[src/hw/rtl/erv_pkg.sv]
// ----------------------------------------------------------------------------
// erv_pkg
// Shared widths, types and constant tables of the Euler vector rotation unit.
// ----------------------------------------------------------------------------
package erv_pkg;

  localparam int unsigned COORD_W   = 18;
  localparam int unsigned COEF_W    = 18;
  localparam int unsigned ANGLE_W   = 16;
  localparam int unsigned COEF_FRAC = COEF_W - 2;
  localparam int unsigned PROD_W    = COORD_W + COEF_W;
  localparam int unsigned DOT_W     = PROD_W + 2;
  localparam int unsigned RND_W     = DOT_W - COEF_FRAC;
  localparam int unsigned TERM_W    = COEF_W + 2;
  localparam int unsigned NUM_ANGLE = 3;
  localparam int unsigned NUM_COEF  = 9;
  localparam int unsigned CFG_IDX_W = 2;

  // cordic datapath: scale 2^30, full turn 2^32
  localparam int unsigned CORDIC_STEPS = 24;
  localparam int unsigned CORDIC_W     = 34;
  localparam int unsigned ZW           = 33;
  localparam int unsigned STEP_W       = 5;
  localparam int unsigned CORDIC_DROP  = 30 - COEF_FRAC;
  localparam logic signed [CORDIC_W-1:0] CORDIC_ONE   = CORDIC_W'(64'sd1073741824);
  localparam logic signed [CORDIC_W-1:0] CORDIC_START = CORDIC_W'(64'sd652032874);

  localparam logic signed [COEF_W-1:0] COEF_ONE = COEF_W'(1 << COEF_FRAC);

  typedef logic signed [COORD_W-1:0] coord_t;
  typedef logic signed [COEF_W-1:0]  coef_t;
  typedef logic [ANGLE_W-1:0]        angle_t;
  typedef coef_t [NUM_COEF-1:0]      coef_mat_t;
  typedef angle_t [NUM_ANGLE-1:0]    angle_set_t;

  // register indexes of the configuration port
  typedef enum logic [CFG_IDX_W-1:0] {
    CFG_ANGLE_FIRST  = 2'd0,
    CFG_ANGLE_SECOND = 2'd1,
    CFG_ANGLE_THIRD  = 2'd2
  } cfg_idx_e;

  // matrix builder sequencer
  typedef enum logic [1:0] {
    BS_IDLE,
    BS_TRIG,
    BS_MUL,
    BS_ACC
  } build_state_e;

  // operands of one matrix build step
  typedef enum logic [2:0] {
    OP_C1, OP_S1, OP_C2, OP_S2, OP_C3, OP_S3, OP_A, OP_B
  } op_e;

  typedef enum logic [1:0] {
    DST_NONE, DST_A, DST_B
  } dst_e;

  typedef struct packed {
    op_e        opa;
    op_e        opb;
    logic       neg;
    logic       first;
    logic       last;
    logic [3:0] kidx;
    dst_e       dst;
  } mstep_t;

  localparam int unsigned NUM_MSTEP = 14;
  localparam int unsigned MSTEP_W   = 4;

  // one rounded product per step, summed into a coefficient or kept as operand A or B
  function automatic mstep_t mstep(input logic [MSTEP_W-1:0] i);
    mstep_t m;
    m = '{OP_C1, OP_C2, 1'b0, 1'b1, 1'b0, 4'd0, DST_A};
    unique case (i)
      4'd0:  m = '{OP_C1, OP_C2, 1'b0, 1'b1, 1'b0, 4'd0, DST_A};
      4'd1:  m = '{OP_S1, OP_C2, 1'b0, 1'b1, 1'b0, 4'd0, DST_B};
      4'd2:  m = '{OP_A,  OP_C3, 1'b0, 1'b1, 1'b0, 4'd0, DST_NONE};
      4'd3:  m = '{OP_S1, OP_S3, 1'b1, 1'b0, 1'b1, 4'd0, DST_NONE};
      4'd4:  m = '{OP_B,  OP_C3, 1'b0, 1'b1, 1'b0, 4'd1, DST_NONE};
      4'd5:  m = '{OP_C1, OP_S3, 1'b0, 1'b0, 1'b1, 4'd1, DST_NONE};
      4'd6:  m = '{OP_S2, OP_C3, 1'b1, 1'b1, 1'b1, 4'd2, DST_NONE};
      4'd7:  m = '{OP_A,  OP_S3, 1'b1, 1'b1, 1'b0, 4'd3, DST_NONE};
      4'd8:  m = '{OP_S1, OP_C3, 1'b1, 1'b0, 1'b1, 4'd3, DST_NONE};
      4'd9:  m = '{OP_B,  OP_S3, 1'b1, 1'b1, 1'b0, 4'd4, DST_NONE};
      4'd10: m = '{OP_C1, OP_C3, 1'b0, 1'b0, 1'b1, 4'd4, DST_NONE};
      4'd11: m = '{OP_S2, OP_S3, 1'b0, 1'b1, 1'b1, 4'd5, DST_NONE};
      4'd12: m = '{OP_C1, OP_S2, 1'b0, 1'b1, 1'b1, 4'd6, DST_NONE};
      4'd13: m = '{OP_S1, OP_S2, 1'b0, 1'b1, 1'b1, 4'd7, DST_NONE};
      default: m = '{OP_C1, OP_C2, 1'b0, 1'b1, 1'b0, 4'd0, DST_NONE};
    endcase
    return m;
  endfunction

  // arctangent table, full turn = 2^32
  function automatic logic [31:0] cordic_atan(input logic [STEP_W-1:0] i);
    logic [31:0] a;
    a = 32'h0;
    unique case (i)
      5'd0:  a = 32'h20000000;
      5'd1:  a = 32'h12E4051E;
      5'd2:  a = 32'h09FB385B;
      5'd3:  a = 32'h051111D4;
      5'd4:  a = 32'h028B0D43;
      5'd5:  a = 32'h0145D7E1;
      5'd6:  a = 32'h00A2F61E;
      5'd7:  a = 32'h00517C55;
      5'd8:  a = 32'h0028BE53;
      5'd9:  a = 32'h00145F2F;
      5'd10: a = 32'h000A2F98;
      5'd11: a = 32'h000517CC;
      5'd12: a = 32'h00028BE6;
      5'd13: a = 32'h000145F3;
      5'd14: a = 32'h0000A2FA;
      5'd15: a = 32'h0000517D;
      5'd16: a = 32'h000028BE;
      5'd17: a = 32'h0000145F;
      5'd18: a = 32'h00000A30;
      5'd19: a = 32'h00000518;
      5'd20: a = 32'h0000028C;
      5'd21: a = 32'h00000146;
      5'd22: a = 32'h000000A3;
      5'd23: a = 32'h00000051;
      default: a = 32'h0;
    endcase
    return a;
  endfunction

endpackage

[src/hw/rtl/erv_lane.sv]
// ----------------------------------------------------------------------------
// erv_lane
// One matrix row times the input vector: products, rounding, saturation.
// ----------------------------------------------------------------------------
module erv_lane (
  input  logic            clk_i,
  input  logic            en1_i,
  input  logic            en2_i,
  input  erv_pkg::coef_t  k0_i,
  input  erv_pkg::coef_t  k1_i,
  input  erv_pkg::coef_t  k2_i,
  input  erv_pkg::coord_t x_i,
  input  erv_pkg::coord_t y_i,
  input  erv_pkg::coord_t z_i,
  output erv_pkg::coord_t res_o,
  output logic            clip_o
);
  import erv_pkg::*;

  localparam logic signed [RND_W-1:0] HI = RND_W'((64'sd1 <<< (COORD_W - 1)) - 1);
  localparam logic signed [RND_W-1:0] LO = -RND_W'(64'sd1 <<< (COORD_W - 1));

  logic signed [PROD_W-1:0] p0_q, p1_q, p2_q;
  logic signed [DOT_W-1:0]  dot;
  logic signed [RND_W-1:0]  rnd;
  coord_t                   res_q, res_d;
  logic                     clip_q, clip_d;

  // rounded dot product with clamp
  always_comb begin
    dot = DOT_W'(p0_q) + DOT_W'(p1_q) + DOT_W'(p2_q)
        + (DOT_W'(1) <<< (COEF_FRAC - 1));
    rnd = dot[DOT_W-1:COEF_FRAC];
    if (rnd > HI) begin
      res_d  = HI[COORD_W-1:0];
      clip_d = 1'b1;
    end else if (rnd < LO) begin
      res_d  = LO[COORD_W-1:0];
      clip_d = 1'b1;
    end else begin
      res_d  = rnd[COORD_W-1:0];
      clip_d = 1'b0;
    end
  end

  always_ff @(posedge clk_i) begin
    if (en1_i) begin
      p0_q <= PROD_W'(k0_i * x_i);
      p1_q <= PROD_W'(k1_i * y_i);
      p2_q <= PROD_W'(k2_i * z_i);
    end
    if (en2_i) begin
      res_q  <= res_d;
      clip_q <= clip_d;
    end
  end

  assign res_o  = res_q;
  assign clip_o = clip_q;
endmodule

[config.mk]
export PLATFORM = sky130hd
export DESIGN_NAME = erv_lane
export DESIGN_NICKNAME = d
export VERILOG_FILES = /design/src/hw/rtl/erv_pkg.sv /design/src/hw/rtl/erv_lane.sv
export SDC_FILE = /design/constraint.sdc
export NUM_CORES = 2
export LEC_CHECK = 0
export BUFFER_PORTS_ARGS = -buffer_cell sky130_fd_sc_hd__buf_2
export CAP_MARGIN = 20
export CORE_MARGIN = 4
export CORE_UTILIZATION = 34
export DETAILED_ROUTE_END_ITERATION = 16
export GPL_TIMING_DRIVEN = 1
export MAX_ROUTING_LAYER = met4
export SYNTH_ARGS = -nofsm -noshare
export SYNTH_HDL_FRONTEND = slang
export SYNTH_SLANG_ARGS = --single-unit
[constraint.sdc]
create_clock -name clk_i -period 10.6 [get_ports clk_i]
set_input_delay 1.06 -clock clk_i [delete_from_list [all_inputs] [get_ports clk_i]]
set_output_delay 1.06 -clock clk_i [all_outputs]
set_load 0.1 [all_outputs]
# == Word-level counts from Yosys, hierarchy flattened ==
# Index checks and enable logic that the tools add are counted.
# word_totals
register_bits,127
latch_bits,0
ramBits,0
romBits,0
in_bits,111
word_cells,15
memories,0
# op_classes
n_addsub,3
multipliers,3
div_mod_pow,0
order_cmp,2
eq_ne,0
n_shift,0
mux,2
n_bitwise,0
n_reduce_logical,0
# ops
cell,n
$mul 18x18->36,3
$add 37x36->38,1
$add 38x17->38 const B,1
$add 36x36->37,1
$gt 22x18->1 const B,1
$lt 22x18->1 const B,1
$mux 18,1
$mux 1,1

# == Logic depth before layout (Yosys ltp) ==
# depth
depth_word,5
depth_mapped,27
mapped_depth_nobuf,24

# == Least setup slack after synthesis ==
# Ideal clock, no wire load.
# synth_timing
path_kind,input-to-reg
from,input port x_i[9]
to,register p0_q[32] (data pin)
setup_ps,261
t_arrival_ps,6956
required_ps,10339
setup_slack_ps,3383
cell_stages,24
n_path_buf,2
path_cell_list,clkbuf_1 -> clkbuf_1 -> nand2_1 -> fa_1 -> inv_1 -> fa_1 -> inv_1 -> fa_1 -> inv_1 -> fa_1 -> fa_1 -> inv_1 -> fa_1 -> inv_1 -> ha_1 -> nand3_1 -> nor2_1 -> nand3_1 -> o31a_1 -> o31a_1 -> o211ai_1 -> nand4_1 -> and4_1 -> a311o_1
# synth_via
elab_chain_len,1
# synth_rtl
item,line,rtl
from (decl),erv_lane.sv:12,"input erv_pkg::coord_t x_i,"
$mul 18x18->36,erv_lane.sv:48,p0_q <= PROD_W'(k0_i * x_i);
to (signal assigned),erv_lane.sv:48,
to (decl),erv_lane.sv:23,"logic signed [PROD_W-1:0] p0_q, p1_q, p2_q;"
# No other way between the ends.
# A chain may end at the register's enable or synchronous reset.

# == Final worst setup path ==
# layout_timing
from,input port x_i[3]
to,register p0_q[32] (data pin)
# Same word-level chain as after synthesis.

==> flow_summary.toml <==
[global_routing]
grt_pass1_wl_um = 169600
overflow = 0
antenna_found_initial = 3
grt_usage_pct = 16.76
grt_max_degree = 58
grt_pass1_vias = 31211

[finish]
final_util_pct = 36.35
stdcell_area_um2 = 45640
drive_above_1_share_pct = 4.372
final_nets = 5930
area_growth_pct = 6.307

[worst_setup_path]
reg2reg_slack_ns = 5.93
endpoint_kind = "flip-flop"
startpoint_type = "input port"
worstRegToRegCells = 12
cp-endpoint = "p0_q[32]"
path_max_fanout = 18
critPathLaunch = "x_i[3]"
cp.required_ns = 10.79
cp.arrival_ns = 7.32
r2r_end = "res_o[0]"
critPathKind = "input port to flip-flop"
timing.rr.start = "p2_q[14]"

[die]
io_pins = 130
initial_utilization_pct = 34.19
rows = 130
die-area_um2 = 132000
die_y_um = 363.3
die_x_um = 363.3
coreArea_um2 = 125600

[synthesis]
synth_flop_cell = "edfxtp_1"
synth-edff-count = 127
synth_nets = 5920
ys_warn_count = 0
avgSynthCellArea_um2 = 9.674
synth_cells = 4438
ys_types = 81
yosysSeqAreaShare_pct = 8.883
syn_area_um2 = 42930
ys_ff_latch = 127
async_reset_ff_share_pct = 0

[clock_network]
cts_post_setup_buffers_inserted = 0
clk_latency_ns = 0.44
root_buffer = "clkbuf_16"
cts_tree = "yes"
cts_buffers = 17
cts_sinks = 127
htree_levels = 4
ctsHoldBuffers = 0
clk_pin_slew_ns = 0.06
cts.path.max_buffers = 2
cts_resized = 0

[hold_path]
min-delay-start = "en2_i"
hp-class = "input port to flip-flop"

[timing]
fmax_mhz = 140.3
skew_ns = 0.009118
rsz0062_at_grt = "no"
finalMaxSlewViolations = 0
fin_crit_sh_pct = 67.23
final-setup-viol-count = 0
max_slew_margin_pct = 27.25
worst_slack_ns = 3.474
finalHoldViolations = 0
finalSetupTns_ns = 0
max_slew.worst_pin.slew_ns = 1.088
finalCriticalPeriod_ns = 7.126

[placement]
placedInstanceArea_um2 = 45100
io_buffers = 129
gp_congestion = 0.8729
place_hpwl_um = 86890
place_ws_ns = 3.034

[status]
status = "complete, no violations"

[routing]
wl_per_cell_um = 17.01
routed_via_density = 4.741
ant_nets = 0
first_iter_violations = 1612
drc = 0
via_count = 28977
wl_um = 103900
first_pass_iters = 5

[job]
drv_cap = 0
[worst max-delay path, cell delays in order]
cell and delay (ns):
buf_2 0.36, nand2_1 0.15, fa_1 0.53, fa_1 0.51, fa_1 0.54, inv_1 0.06
fa_1 0.49, fa_1 0.49, inv_1 0.05, fa_1 0.47, inv_1 0.04, ha_1 0.36
nand3_1 0.14, nor2_1 0.22, nand3_1 0.12, o31a_1 0.29, o31a_1 0.33, o211ai_1 0.31
nand4_1 0.23, and4_1 0.24, a311o_1 0.31
[registers in the layout (all words and copies together), names as in the netlist]
register  cells
clip_o        1
p0_q         36
p1_q         36
p2_q         36
res_o        18
[cell type report]
type,count,area [µm²]
Timing Repair Buffer,130,655.6
Tap cell,1650,2064
Antenna cell,2,5.005
Multi-Input combinational cell,3056,34380
Clock buffer,21,440.4
Inverter,1116,4189
Fill cell,12759,79930
Clock inverter,10,90.09
Sequential cell,127,3814
[worst min path at each step]
stage	end	slack [ns]	cells after the start
floorplan	res_o[16]	1.07	5
global placement	res_o[17]	1.31	5
detailed placement	res_o[17]	1.32	5
CTS	res_o[5]	1.06	1
global route	res_o[9]	1.07	1
finish	res_o[5]	1.08	1
[metrics by stage]
| stage | hold slack [ns] | std cells |
|---|---|---|
| 2_1_floorplan | 1.074 | 4438 |
| 3_3_place_gp | 1.306 | 6079 |
| 3_5_place_dp | 1.322 | 6079 |
| 4_1_cts | 1.059 | 6110 |
| 5_1_grt | 1.075 | 6112 |
| 6_report | 1.080 | 6112 |
[per-layer routing]
metal / global-route usage (%) / part of all wire [%]
met4: 3.027 / 1.6
met5: - / 0
met3: 1.798 / 4.3
met1: 22.90 / 46
met2: 27.43 / 48
[cell usage after synthesis (3+ instances only)]
master        n  area, µm²
o31a_1        6      52.55
nor2b_1      11      68.82
xnor2_1     102      893.4
o211ai_1     10      75.07
nand4_1      12      75.07
a21oi_1     112      560.5
a31oi_1      10      62.56
inv_1      1116       4189
nand3_1      23      115.1
nand2b_1     34      212.7
a211o_1       3      26.28
nor4_1        3      18.77
or2_2         6      37.54
o21ai_1       3      15.01
o21ai_0      55      275.3
clkbuf_1    130      488.0
a2111oi_0     4      35.03
a21o_2        6      52.55
fa_1       1022      20460
nor3_1       17      85.08
nand2_1     492       1847
ha_1        349       4367
and3_1        9      56.30
nand3b_1      6      45.04
o21a_1       16      120.1
a211oi_1      9      67.56
o21bai_1     18      135.1
nor2_1       92      345.3
xor2_1       21      183.9
and2_1      485       3034
edfxtp_1    127       3814
a21o_1       55      412.9
or3_1         5      31.28
mux2i_1       3      30.03
o31ai_1       5      37.54
[placed cells by master, fill, tap and decap left out, types with 4 or more instances in the layout]
cell and n:
inv_1 1116, fa_1 1022, nand2_1 492, and2_1 485, ha_1 349, buf_2 128
edfxtp_1 127, a21oi_1 112, xnor2_1 102, nor2_1 92, o21ai_0 55, a21o_1 55
nand2b_1 34, nand3_1 23, xor2_1 21, o21bai_1 18, nor3_1 17, clkbuf_16 17
o21a_1 16, nand4_1 12, nor2b_1 11, a31oi_1 10, o211ai_1 10, and3_1 9
a211oi_1 9, o31a_1 6, or2_2 6, nand3b_1 6, a21o_2 6, or3_1 5
o31ai_1 5, a2111oi_0 4, clkbuf_1 4, clkinv_2 4
[kinds of logic (layout without fill, tap and decap cells)]
kind of cell             count (synthesis)  count (layout)  share of synthesized area [%]
other                                    0               2                              0
adder cells (fa/ha/maj)               1371            1371                          57.83
AND/OR/NAND/NOR                       1209            1209                          14.22
flip-flops                             127             127                          8.883
buffers and inverters                 1255            1277                          11.03
AO/OA/AOI/OAI                          350             350                          5.459
multiplexers                             3               3                        0.06995
XOR/XNOR                               123             123                          2.509
Power is left out: the tool's default activity adds up to more than one toggle a clock period on the data nets, which glitch-free logic cannot reach.
