## src/hw/rtl/erv_pkg.sv

```systemverilog
// ----------------------------------------------------------------------------
// erv_pkg
// Shared widths, types and constant tables of the Euler vector rotation unit.
// ----------------------------------------------------------------------------
package erv_pkg;

  localparam int unsigned COORD_W   = 18;
  localparam int unsigned COEF_W    = 18;
  localparam int unsigned ANGLE_W   = 16;
  localparam int unsigned COEF_FRAC = COEF_W - 2;
  localparam int unsigned PROD_W    = COORD_W + COEF_W;
  localparam int unsigned DOT_W     = PROD_W + 2;
  localparam int unsigned RND_W     = DOT_W - COEF_FRAC;
  localparam int unsigned TERM_W    = COEF_W + 2;
  localparam int unsigned NUM_ANGLE = 3;
  localparam int unsigned NUM_COEF  = 9;
  localparam int unsigned CFG_IDX_W = 2;

  // cordic datapath: scale 2^30, full turn 2^32
  localparam int unsigned CORDIC_STEPS = 24;
  localparam int unsigned CORDIC_W     = 34;
  localparam int unsigned ZW           = 33;
  localparam int unsigned STEP_W       = 5;
  localparam int unsigned CORDIC_DROP  = 30 - COEF_FRAC;
  localparam logic signed [CORDIC_W-1:0] CORDIC_ONE   = CORDIC_W'(64'sd1073741824);
  localparam logic signed [CORDIC_W-1:0] CORDIC_START = CORDIC_W'(64'sd652032874);

  localparam logic signed [COEF_W-1:0] COEF_ONE = COEF_W'(1 << COEF_FRAC);

  typedef logic signed [COORD_W-1:0] coord_t;
  typedef logic signed [COEF_W-1:0]  coef_t;
  typedef logic [ANGLE_W-1:0]        angle_t;
  typedef coef_t [NUM_COEF-1:0]      coef_mat_t;
  typedef angle_t [NUM_ANGLE-1:0]    angle_set_t;

  // register indexes of the configuration port
  typedef enum logic [CFG_IDX_W-1:0] {
    CFG_ANGLE_FIRST  = 2'd0,
    CFG_ANGLE_SECOND = 2'd1,
    CFG_ANGLE_THIRD  = 2'd2
  } cfg_idx_e;

  // matrix builder sequencer
  typedef enum logic [1:0] {
    BS_IDLE,
    BS_TRIG,
    BS_MUL,
    BS_ACC
  } build_state_e;

  // operands of one matrix build step
  typedef enum logic [2:0] {
    OP_C1, OP_S1, OP_C2, OP_S2, OP_C3, OP_S3, OP_A, OP_B
  } op_e;

  typedef enum logic [1:0] {
    DST_NONE, DST_A, DST_B
  } dst_e;

  typedef struct packed {
    op_e        opa;
    op_e        opb;
    logic       neg;
    logic       first;
    logic       last;
    logic [3:0] kidx;
    dst_e       dst;
  } mstep_t;

  localparam int unsigned NUM_MSTEP = 14;
  localparam int unsigned MSTEP_W   = 4;

  // one rounded product per step, summed into a coefficient or kept as operand A or B
  function automatic mstep_t mstep(input logic [MSTEP_W-1:0] i);
    mstep_t m;
    m = '{OP_C1, OP_C2, 1'b0, 1'b1, 1'b0, 4'd0, DST_A};
    unique case (i)
      4'd0:  m = '{OP_C1, OP_C2, 1'b0, 1'b1, 1'b0, 4'd0, DST_A};
      4'd1:  m = '{OP_S1, OP_C2, 1'b0, 1'b1, 1'b0, 4'd0, DST_B};
      4'd2:  m = '{OP_A,  OP_C3, 1'b0, 1'b1, 1'b0, 4'd0, DST_NONE};
      4'd3:  m = '{OP_S1, OP_S3, 1'b1, 1'b0, 1'b1, 4'd0, DST_NONE};
      4'd4:  m = '{OP_B,  OP_C3, 1'b0, 1'b1, 1'b0, 4'd1, DST_NONE};
      4'd5:  m = '{OP_C1, OP_S3, 1'b0, 1'b0, 1'b1, 4'd1, DST_NONE};
      4'd6:  m = '{OP_S2, OP_C3, 1'b1, 1'b1, 1'b1, 4'd2, DST_NONE};
      4'd7:  m = '{OP_A,  OP_S3, 1'b1, 1'b1, 1'b0, 4'd3, DST_NONE};
      4'd8:  m = '{OP_S1, OP_C3, 1'b1, 1'b0, 1'b1, 4'd3, DST_NONE};
      4'd9:  m = '{OP_B,  OP_S3, 1'b1, 1'b1, 1'b0, 4'd4, DST_NONE};
      4'd10: m = '{OP_C1, OP_C3, 1'b0, 1'b0, 1'b1, 4'd4, DST_NONE};
      4'd11: m = '{OP_S2, OP_S3, 1'b0, 1'b1, 1'b1, 4'd5, DST_NONE};
      4'd12: m = '{OP_C1, OP_S2, 1'b0, 1'b1, 1'b1, 4'd6, DST_NONE};
      4'd13: m = '{OP_S1, OP_S2, 1'b0, 1'b1, 1'b1, 4'd7, DST_NONE};
      default: m = '{OP_C1, OP_C2, 1'b0, 1'b1, 1'b0, 4'd0, DST_NONE};
    endcase
    return m;
  endfunction

  // arctangent table, full turn = 2^32
  function automatic logic [31:0] cordic_atan(input logic [STEP_W-1:0] i);
    logic [31:0] a;
    a = 32'h0;
    unique case (i)
      5'd0:  a = 32'h20000000;
      5'd1:  a = 32'h12E4051E;
      5'd2:  a = 32'h09FB385B;
      5'd3:  a = 32'h051111D4;
      5'd4:  a = 32'h028B0D43;
      5'd5:  a = 32'h0145D7E1;
      5'd6:  a = 32'h00A2F61E;
      5'd7:  a = 32'h00517C55;
      5'd8:  a = 32'h0028BE53;
      5'd9:  a = 32'h00145F2F;
      5'd10: a = 32'h000A2F98;
      5'd11: a = 32'h000517CC;
      5'd12: a = 32'h00028BE6;
      5'd13: a = 32'h000145F3;
      5'd14: a = 32'h0000A2FA;
      5'd15: a = 32'h0000517D;
      5'd16: a = 32'h000028BE;
      5'd17: a = 32'h0000145F;
      5'd18: a = 32'h00000A30;
      5'd19: a = 32'h00000518;
      5'd20: a = 32'h0000028C;
      5'd21: a = 32'h00000146;
      5'd22: a = 32'h000000A3;
      5'd23: a = 32'h00000051;
      default: a = 32'h0;
    endcase
    return a;
  endfunction

endpackage

```

## src/hw/rtl/erv_cordic.sv

```systemverilog
// ----------------------------------------------------------------------------
// erv_cordic
// Iterative rotation-mode cordic: cosine and sine of one binary angle.
// ----------------------------------------------------------------------------
module erv_cordic (
  input  logic                  clk_i,
  input  logic                  rst_ni,
  input  logic                  start_i,
  input  erv_pkg::angle_t       angle_i,
  output logic                  done_o,
  output erv_pkg::coef_t        cos_o,
  output erv_pkg::coef_t        sin_o
);
  import erv_pkg::*;

  logic                       run_q, fin_q, done_q, zero_q;
  logic [STEP_W-1:0]          step_q;
  logic [1:0]                 quad_q;
  logic signed [CORDIC_W-1:0] x_q, y_q, x_d, y_d, dx, dy;
  logic signed [ZW-1:0]       z_q, z_d, at;
  logic signed [CORDIC_W-1:0] cx, sx, cy, sy, cr, sr;
  coef_t                      cos_q, sin_q;

  // one micro-rotation per cycle
  always_comb begin
    dx = y_q >>> step_q;
    dy = x_q >>> step_q;
    at = $signed({1'b0, cordic_atan(step_q)});
    if (!z_q[ZW-1]) begin
      x_d = x_q - dx;
      y_d = y_q + dy;
      z_d = z_q - at;
    end else begin
      x_d = x_q + dx;
      y_d = y_q - dy;
      z_d = z_q + at;
    end
  end

  // quadrant mapping and rounding to the coefficient format
  always_comb begin
    cx = zero_q ? CORDIC_ONE : x_q;
    sx = zero_q ? '0 : y_q;
    unique case (quad_q)
      2'd0: begin cy = cx;  sy = sx;  end
      2'd1: begin cy = -sx; sy = cx;  end
      2'd2: begin cy = -cx; sy = -sx; end
      default: begin cy = sx; sy = -cx; end
    endcase
    cr = (cy + (CORDIC_W'(1) <<< (CORDIC_DROP - 1))) >>> CORDIC_DROP;
    sr = (sy + (CORDIC_W'(1) <<< (CORDIC_DROP - 1))) >>> CORDIC_DROP;
  end

  // control
  always_ff @(posedge clk_i or negedge rst_ni) begin
    if (!rst_ni) begin
      run_q  <= 1'b0;
      fin_q  <= 1'b0;
      done_q <= 1'b0;
      step_q <= '0;
    end else begin
      done_q <= fin_q && !start_i;
      fin_q  <= 1'b0;
      if (start_i) begin
        run_q  <= 1'b1;
        step_q <= '0;
      end else if (run_q) begin
        step_q <= step_q + 1'b1;
        if (step_q == STEP_W'(CORDIC_STEPS - 1)) begin
          run_q <= 1'b0;
          fin_q <= 1'b1;
        end
      end
    end
  end

  // datapath
  always_ff @(posedge clk_i) begin
    if (start_i) begin
      quad_q <= angle_i[ANGLE_W-1 -: 2];
      zero_q <= (angle_i[ANGLE_W-3:0] == '0);
      z_q    <= $signed(ZW'({angle_i[ANGLE_W-3:0], {(32 - ANGLE_W){1'b0}}}));
      x_q    <= CORDIC_START;
      y_q    <= '0;
    end else if (run_q) begin
      x_q <= x_d;
      y_q <= y_d;
      z_q <= z_d;
    end
    if (fin_q) begin
      cos_q <= cr[COEF_W-1:0];
      sin_q <= sr[COEF_W-1:0];
    end
  end

  assign done_o = done_q;
  assign cos_o  = cos_q;
  assign sin_o  = sin_q;
endmodule

```

## src/hw/rtl/erv_matrix_build.sv

```systemverilog
// ----------------------------------------------------------------------------
// erv_matrix_build
// Sequencer that rebuilds the 3x3 rotation matrix from the three angles.
// ----------------------------------------------------------------------------
module erv_matrix_build (
  input  logic                   clk_i,
  input  logic                   rst_ni,
  input  logic                   restart_i,
  input  erv_pkg::angle_set_t    angles_i,
  output logic                   busy_o,
  output erv_pkg::coef_mat_t     coefs_o
);
  import erv_pkg::*;

  build_state_e             state_q, state_d;
  logic [1:0]               ang_q, ang_d;
  logic [MSTEP_W-1:0]       step_q, step_d;
  logic                     kick_q, kick_d;
  logic                     cdone, trig_ok;
  coef_t                    ccos, csin;
  coef_t                    c_q [NUM_ANGLE];
  coef_t                    s_q [NUM_ANGLE];
  coef_t                    a_q, b_q, opa, opb;
  logic signed [PROD_W-1:0] prod_q;
  logic signed [TERM_W-1:0] acc_q, term, sum;
  logic signed [PROD_W-1:0] prnd;
  coef_t                    clamped;
  coef_mat_t                coef_q;
  mstep_t                   ms;

  erv_cordic u_cordic (
    .clk_i   (clk_i),
    .rst_ni  (rst_ni),
    .start_i (kick_q),
    .angle_i (angles_i[ang_q]),
    .done_o  (cdone),
    .cos_o   (ccos),
    .sin_o   (csin)
  );

  // a done pulse in a start cycle belongs to an abandoned run
  assign trig_ok = cdone && !kick_q;

  function automatic coef_t pick(input op_e o, input coef_t c1, input coef_t s1,
                                 input coef_t c2, input coef_t s2, input coef_t c3,
                                 input coef_t s3, input coef_t a, input coef_t b);
    coef_t r;
    r = c1;
    unique case (o)
      OP_C1: r = c1;
      OP_S1: r = s1;
      OP_C2: r = c2;
      OP_S2: r = s2;
      OP_C3: r = c3;
      OP_S3: r = s3;
      OP_A:  r = a;
      default: r = b;
    endcase
    return r;
  endfunction

  function automatic coef_t clamp(input logic signed [TERM_W-1:0] v);
    coef_t r;
    if (v > TERM_W'(COEF_ONE)) r = COEF_ONE;
    else if (v < -TERM_W'(COEF_ONE)) r = -COEF_ONE;
    else r = v[COEF_W-1:0];
    return r;
  endfunction

  // operand selection and term rounding
  always_comb begin
    ms   = mstep(step_q);
    opa  = pick(ms.opa, c_q[0], s_q[0], c_q[1], s_q[1], c_q[2], s_q[2], a_q, b_q);
    opb  = pick(ms.opb, c_q[0], s_q[0], c_q[1], s_q[1], c_q[2], s_q[2], a_q, b_q);
    prnd = (prod_q + (PROD_W'(1) <<< (COEF_FRAC - 1))) >>> COEF_FRAC;
    term = ms.neg ? -prnd[TERM_W-1:0] : prnd[TERM_W-1:0];
    sum  = (ms.first ? '0 : acc_q) + term;
    clamped = clamp(sum);
  end

  // next state
  always_comb begin
    state_d = state_q;
    ang_d   = ang_q;
    step_d  = step_q;
    kick_d  = 1'b0;
    if (restart_i) begin
      state_d = BS_TRIG;
      ang_d   = '0;
      kick_d  = 1'b1;
    end else begin
      unique case (state_q)
        BS_IDLE: ;
        BS_TRIG: begin
          if (trig_ok) begin
            if (ang_q == 2'(NUM_ANGLE - 1)) begin
              state_d = BS_MUL;
              step_d  = '0;
            end else begin
              ang_d  = ang_q + 1'b1;
              kick_d = 1'b1;
            end
          end
        end
        BS_MUL: state_d = BS_ACC;
        BS_ACC: begin
          step_d = step_q + 1'b1;
          if (step_q == MSTEP_W'(NUM_MSTEP - 1)) state_d = BS_IDLE;
          else state_d = BS_MUL;
        end
        default: state_d = BS_IDLE;
      endcase
    end
  end

  always_ff @(posedge clk_i or negedge rst_ni) begin
    if (!rst_ni) begin
      state_q <= BS_IDLE;
      ang_q   <= '0;
      step_q  <= '0;
      kick_q  <= 1'b0;
    end else begin
      state_q <= state_d;
      ang_q   <= ang_d;
      step_q  <= step_d;
      kick_q  <= kick_d;
    end
  end

  // coefficient store, identity after reset
  always_ff @(posedge clk_i or negedge rst_ni) begin
    if (!rst_ni) begin
      for (int k = 0; k < NUM_COEF; k++) begin
        coef_q[k] <= (k % 4 == 0) ? COEF_ONE : '0;
      end
    end else if (!restart_i && state_q == BS_ACC) begin
      if (ms.last) coef_q[ms.kidx] <= clamped;
      if (step_q == MSTEP_W'(NUM_MSTEP - 1)) coef_q[NUM_COEF-1] <= clamp(TERM_W'(c_q[1]));
    end
  end

  // trig results, products and partial sums
  always_ff @(posedge clk_i) begin
    if (state_q == BS_TRIG && trig_ok) begin
      c_q[ang_q] <= ccos;
      s_q[ang_q] <= csin;
    end
    if (state_q == BS_MUL) prod_q <= PROD_W'(opa * opb);
    if (state_q == BS_ACC) begin
      acc_q <= sum;
      if (ms.dst == DST_A) a_q <= prnd[COEF_W-1:0];
      if (ms.dst == DST_B) b_q <= prnd[COEF_W-1:0];
    end
  end

  assign busy_o  = (state_q != BS_IDLE);
  assign coefs_o = coef_q;
endmodule

```

## config.mk

```make
export PLATFORM = sky130hd
export DESIGN_NAME = erv_matrix_build
export DESIGN_NICKNAME = d
export VERILOG_FILES = /design/src/hw/rtl/erv_pkg.sv /design/src/hw/rtl/erv_cordic.sv /design/src/hw/rtl/erv_matrix_build.sv
export SDC_FILE = /design/constraint.sdc
export NUM_CORES = 2
export LEC_CHECK = 0
export BUFFER_PORTS_ARGS = -buffer_cell sky130_fd_sc_hd__clkbuf_2
export CAP_MARGIN = 30
export CELL_PAD_IN_SITES_DETAIL_PLACEMENT = 1
export CELL_PAD_IN_SITES_GLOBAL_PLACEMENT = 1
export CORE_ASPECT_RATIO = 0.75
export CORE_UTILIZATION = 39
export DETAILED_ROUTE_END_ITERATION = 7
export GPL_TIMING_DRIVEN = 0
export HOLD_SLACK_MARGIN = 0.15
export PLACE_DENSITY_LB_ADDON = 0.1
export REMOVE_ABC_BUFFERS = 1
export SLEW_MARGIN = 20
export SYNTH_ARGS = -nofsm -noshare
export SYNTH_HDL_FRONTEND = slang
export SYNTH_SLANG_ARGS = --single-unit
```

## constraint.sdc

```tcl
create_clock -name clk_i -period 17.7 [get_ports clk_i]
set_input_delay 0.885 -clock clk_i [delete_from_list [all_inputs] [get_ports clk_i]]
set_output_delay 0.885 -clock clk_i [all_outputs]
set_load 0.05 [all_outputs]
```

# ---- Word-level counts from Yosys, hierarchy flattened
# Memory sizes are Yosys's and may differ from the RTL's.
# Index checks and enable logic that the tools add are counted.
dict set report totals {
  ff_bits 411
  ramBits 108
  mem_bits_ro 1184
  in_bits 51
  wordCells 162
  mem_count 4
}
dict set report classes {
  n_addsub 16
  mul 1
  order_cmp 7
  n_eq_ne 27
  shift 2
  muxes 50
  bitwise_logic 1
  n_reduce_logical 25
}
# name words word_bits rd rd_clocked_by_memory_dff wr line
set memory_table {}
lappend memory_table {{(no name shown)} 32 30 1 0 0 erv_pkg.sv:101} ;# unique case (i)
lappend memory_table {{(no name shown)} 16 14 1 0 0 erv_pkg.sv:77} ;# unique case (i)
lappend memory_table {c_q 3 18 3 0 1 erv_matrix_build.sv:21} ;# coef_t c_q [NUM_ANGLE];
lappend memory_table {s_q 3 18 3 0 1 erv_matrix_build.sv:22} ;# coef_t s_q [NUM_ANGLE];
# cell n
set op_table {}
lappend op_table {{18-bit one-hot mux with 7 select lines} 2}
lappend op_table {{32-bit one-hot mux with 3 select lines} 2}
lappend op_table {{162-bit bitwise mux} 1}
lappend op_table {{162-bit 2-to-1 mux} 1}
lappend op_table {{18-bit 2-to-1 mux} 6}
lappend op_table {{18-bit demux with 4-bit select} 1}
lappend op_table {{34-bit adder} 2}
lappend op_table {{34-bit 2-to-1 mux} 2}
lappend op_table {{34-bit by 5-bit >>> shifter with 34-bit output} 2}
lappend op_table {{34-bit subtractor} 2}
lappend op_table {{32-bit by 15-bit adder with 32-bit output (second input constant)} 2}
lappend op_table {{32-bit 2-to-1 mux} 2}
lappend op_table {{32-bit negator} 2}
lappend op_table {{30-bit 2-to-1 mux} 2}
lappend op_table {{20-bit 2-to-1 mux} 2}
lappend op_table {{36-bit by 17-bit adder with 36-bit output (second input constant)} 1}
lappend op_table {{18-bit by 18-bit multiplier with 36-bit output} 1}
lappend op_table {{33-bit adder} 1}
lappend op_table {{33-bit 2-to-1 mux} 1}
lappend op_table {{33-bit subtractor} 1}
lappend op_table {{16-bit binary-select mux with 2-bit select} 1}
lappend op_table {{20-bit adder} 1}
lappend op_table {{20-bit by 18-bit > comparator with 1-bit output (second input constant)} 1}
lappend op_table {{20-bit by 17-bit < comparator with 1-bit output (second input constant)} 1}
lappend op_table {{other kinds (36)} 89}

# ---- Longest topological paths before layout
dict set report depth {
  depth_word 10
  depth_mapped 39
}

# ---- Modules after synthesis
# A second synthesis with hierarchy kept.
dict set report unflattened {
  cells_unflattened 5332
  area_unflattened_um2 48521.5
}
# mod instances cells_per_inst area_per_inst_um2
set modules_own_cells {}
lappend modules_own_cells {erv_matrix_build 1 2793 28386.0}
lappend modules_own_cells {erv_cordic 1 2539 20135.6}

# ---- Worst setup path before layout
# Ideal clock, no wire load.
dict set report synth_timing {
  path_kind {reg2reg}
  from {reg step_q[1]}
  to {reg prod_q[34] (data pin)}
  setup_time_ps 258
  arrival_time_ps 8415
  required_ps 17442
  setup_slack_ps 9027
  path_stages_with_launch 31
  path_buffers 3
  path_cell_list {dfrtp_1 clkbuf_1 inv_1 ha_1 or2_2 mux2i_1 clkbuf_1 clkbuf_1 o31ai_1 o32ai_1 nor2_1 fa_1 inv_1 fa_1 fa_1 inv_1 fa_1 fa_1 inv_1 fa_1 inv_1 ha_1 a21o_1 a211oi_1 o22ai_1 a21oi_1 o21ai_1 a211o_1 a211o_1 a21oi_1 xnor2_1}
}
dict set report synth_between {
  elab_chain_cells 4
}
# item line
set synth_lines {}
lappend synth_lines {{from (decl)} erv_matrix_build.sv:17} ;# logic [MSTEP_W-1:0] step_q, step_d;
lappend synth_lines {{from (signal assigned)} erv_matrix_build.sv:125} ;# step_q <= step_d;
lappend synth_lines {{memory read 16 x 14 bit *} --}
lappend synth_lines {{3-bit == test (tied with other cells)} erv_matrix_build.sv:49} ;# unique case (o)
lappend synth_lines {{18-bit one-hot mux with 7 select lines} erv_matrix_build.sv:49}
lappend synth_lines {{18-bit by 18-bit multiplier with 36-bit output *} erv_matrix_build.sv:148} ;# if (state_q == BS_MUL) prod_q <= PROD_W'(opa * opb);
lappend synth_lines {{to (signal assigned)} erv_matrix_build.sv:148}
lappend synth_lines {{to (decl)} erv_matrix_build.sv:24} ;# logic signed [PROD_W-1:0] prod_q;
# Mark *: on every way between the ends. The rest lies on a longest branch, timed or not.
# A chain may end at the register's enable or synchronous reset.

# ---- Worst setup path after layout
# Same ends and word-level chain as after synthesis.

==> qor.txt <==
Status = finished with violations
Violations in the final reports = design-rule violations
Top Ports = 214
Count of port buffers added during placement = 213
Peak fanout along the critical path = 19
Clock edge transition at the registers on the reported setup and hold paths = 0.07 ns
Full die area = 122000 um^2
Number of synthesized register bits = 504
Cell type with the highest occurrence count on the critical path = sky130_fd_sc_hd__fa_1
Estimated wirelength of the detail-placed design = 133000 um
Worst ir drop on vdd = 86.0 uV
Gate Count Post-Synth = 5181
Transition time at the pin with the least slew margin = 1.11 ns
Sort of element at the end of the critical path = flop
Clock period minus final worst setup slack = 11.53 ns
Fraction of registers with async set or reset after synthesis = 35.5%
Crit path max-delay cell type = sky130_fd_sc_hd__a21o_1
Pin count of the biggest net entering global routing = 77
Number of buffers between clock root and the deepest sink = 3
Layout cell share with drive strength beyond 1 = 12.0%
Power after layout = 6630 uW
Die extent in y = 303 um
Root cell of the clock tree = sky130_fd_sc_hd__clkbuf_16
Sequential element share of the synthesized area = 28.4%
Predominant post-synthesis flop cell = sky130_fd_sc_hd__edfxtp_1
Hold violation count in the final report = 0
RSZ-0062 raised after global routing = false
Leading cell type in the layout, fill and taps excluded = sky130_fd_sc_hd__nand2_1
Yosys synthesis warning count = 0
Net count of the finished layout = 5875
Number of global-route vias before repair = 40400
Pleak = 0.0229 uW
Achievable clock frequency = 86.7 MHz
Pre-Repair DR Iteration Count = 8
Area inside the core boundary = 120000 um^2
Number of max-cap violations = 0
Cell area after synthesis = 47100 um^2
Worst-case clock skew = 0.0516 ns
Global-route wire length before repair = 260000 um
Classification of the worst-slack hold path = reg2reg
Worst-skew pair later-pin latency = 0.70 ns
Clock tree from TritonCTS = yes
Total global routing overflow = 0
Detail Route Antenna Nets = 0
Signed area change from the synthesized netlist to the final layout = 11.9%
Global routing usage summed across all routing layers = 27.8%
PwrDens = 126 nW/um^2
Number of CTS-inserted buffers = 57
Chip width = 403 um
Aggregate routed wire length = 171000 um
Number of placement rows = 110
Critical path start-end classification = reg2reg
Worst slack after detailed placement = 6.19 ns
Antenna violations before repair = 9
Final weighted congestion of routability-driven global placement = 0.920
Mean number of vias per cell = 5.73
Slowest cell delay on critical path = 0.87 ns
Setup slack of the critical path after layout = 6.17 ns
Unique cell type count in the Yosys netlist = 117
Top library cells by usage in the layout, fill and taps aside = sky130_fd_sc_hd__nand2_1, sky130_fd_sc_hd__inv_1, sky130_fd_sc_hd__nor2_1
Sink count of the clock tree = 504
Number of max-slew violations in the final report = 0
Post-CTS Resized = 0
Data required time of the worst path = 18.15 ns
Routed wire per std cell = 24.7 um
Number of flops mapped to enable cells by yosys = 238
Number of endpoints failing setup at the final stage = 0
Routed vias = 39800
H-Tree Level Count = 2
Period utilization = 65.2%
Relative slew margins = 23.8%
DRC violation total after the first TritonRoute iteration = 3251
Average cell area after synthesis = 9.10 um^2
Setup TNS = 0 ns
Initial core utilization = 39.3%
Setup crit start kind = flop
Crit path arrival time = 11.98 ns
DR DRC count = 4
## through the flow
stage               instances  cell area, um^2  util (%)  hold WS [ns]
floorplan                4898            45900         -         0.440
global placement         6735            49000      40.9         0.460
detailed placement       6817            50600      42.2         0.459
CTS                      6926            52600      43.9         0.474
global route             6935            52700      44.0         0.496
finish                   6938            52700      44.0         0.479
## critical path, delay by kind of cell, from the launching register on
kind | cells | cell delay, ns
flip-flops | 1 | 0.75
AO/OA/AOI/OAI | 12 | 4.73
AND/OR/NAND/NOR | 4 | 1.50
adder cells (fa/ha/maj) | 8 | 3.87
XOR/XNOR | 1 | 0.08
buffers and inverters | 3 | 0.34
## kinds of logic after synthesis
kind of cell / after synthesis / synth area share, %
simple gates: 1600 / 15.8
compound gates: 1170 / 16.0
buf+inv: 786 / 6.66
fa+ha+maj: 562 / 20.2
flops: 504 / 28.4
xor+xnor: 328 / 6.10
mux: 231 / 6.91
## power by group
group | internal (uW) | total (uW) | leakage, uW | switching, uW
combinational | 1590 | 3750 | 0.0166 | 2150
clock | 696 | 1250 | 0.000953 | 557
sequential | 1350 | 1630 | 0.00535 | 275
## final timing paths
kind                            slack [ns]  cells after the start            endpoint               start
worst max-delay path                  6.17                     28          prod_q[34]           step_q[1]
worst max register to register        6.17                     28          prod_q[34]           step_q[1]
worst min register to register        0.48                      0          s_q[0][14]  u_cordic.sin_o[14]
min in group asynchronous             0.69                      2        coefs_o[118]              rst_ni
worst min-delay path                  0.48                      0          s_q[0][14]  u_cordic.sin_o[14]
max in group asynchronous            15.82                      4  u_cordic.step_q[0]              rst_ni
## cell usage after synthesis, types with 84 or more instances
library cell / number / share of area [%]
sky130_fd_sc_hd__a21oi_1: 276 / 2.9
sky130_fd_sc_hd__nand3_1: 84 / 0.89
sky130_fd_sc_hd__nand2_1: 651 / 5.2
sky130_fd_sc_hd__clkbuf_1: 193 / 1.5
sky130_fd_sc_hd__ha_1: 229 / 6.1
sky130_fd_sc_hd__inv_1: 496 / 4.0
sky130_fd_sc_hd__xor2_1: 141 / 2.6
sky130_fd_sc_hd__dfxtp_1: 87 / 3.7
sky130_fd_sc_hd__xnor2_1: 187 / 3.5
sky130_fd_sc_hd__dfrtp_1: 176 / 9.3
sky130_fd_sc_hd__edfxtp_1: 238 / 15
sky130_fd_sc_hd__nor2_1: 440 / 3.5
sky130_fd_sc_hd__fa_1: 333 / 14
sky130_fd_sc_hd__mux2i_1: 133 / 2.8
sky130_fd_sc_hd__o21ai_0: 322 / 3.4
## final cells by class
cell class / count / area, um^2
clock buffer: 82 / 1640
clock inverter: 26 / 315
sequential: 504 / 13400
tap: 1624 / 2030
inverter: 503 / 1890
multi-input combinational: 3891 / 31000
fill: 13600 / 67200
timing repair buffer: 305 / 2440
antenna: 3 / 7.51
## per-layer routing
| metal | track usage [%] | vias up | part of all wire, % |
|---|---|---|---|
| met4 | 4.43 | 0 | 1.4 |
| met3 | 6.49 | 137 | 8.8 |
| met5 | 0 | - | 0 |
| met2 | 38.2 | 1364 | 39 |
| li1 | - | 18100 | - |
| met1 | 44.2 | 20200 | 50 |
## state kept, by name, summed over array words and instances (netlist names)
register / count
ang_q: 2
u_cordic.x_q: 34
u_cordic.fin_q: 1
coefs_o: 162
step_q: 4
u_cordic.cos_o: 18
s_q: 54
u_cordic.quad_q: 2
u_cordic.run_q: 1
b_q: 18
u_cordic.done_o: 1
a_q: 18
acc_q: 20
u_cordic.step_q: 5
u_cordic.z_q: 33
u_cordic.zero_q: 1
state_q: 2
u_cordic.sin_o: 18
kick_q: 1
c_q: 54
prod_q: 21
u_cordic.y_q: 34
## repair_timing
action	in CTS	in global routing
hold buffers	1	0
buffers inserted	0	0
endpoints found under the hold margin	46	0
setup endpoints to repair	0	0
Power figures use the tool's default switching activity.
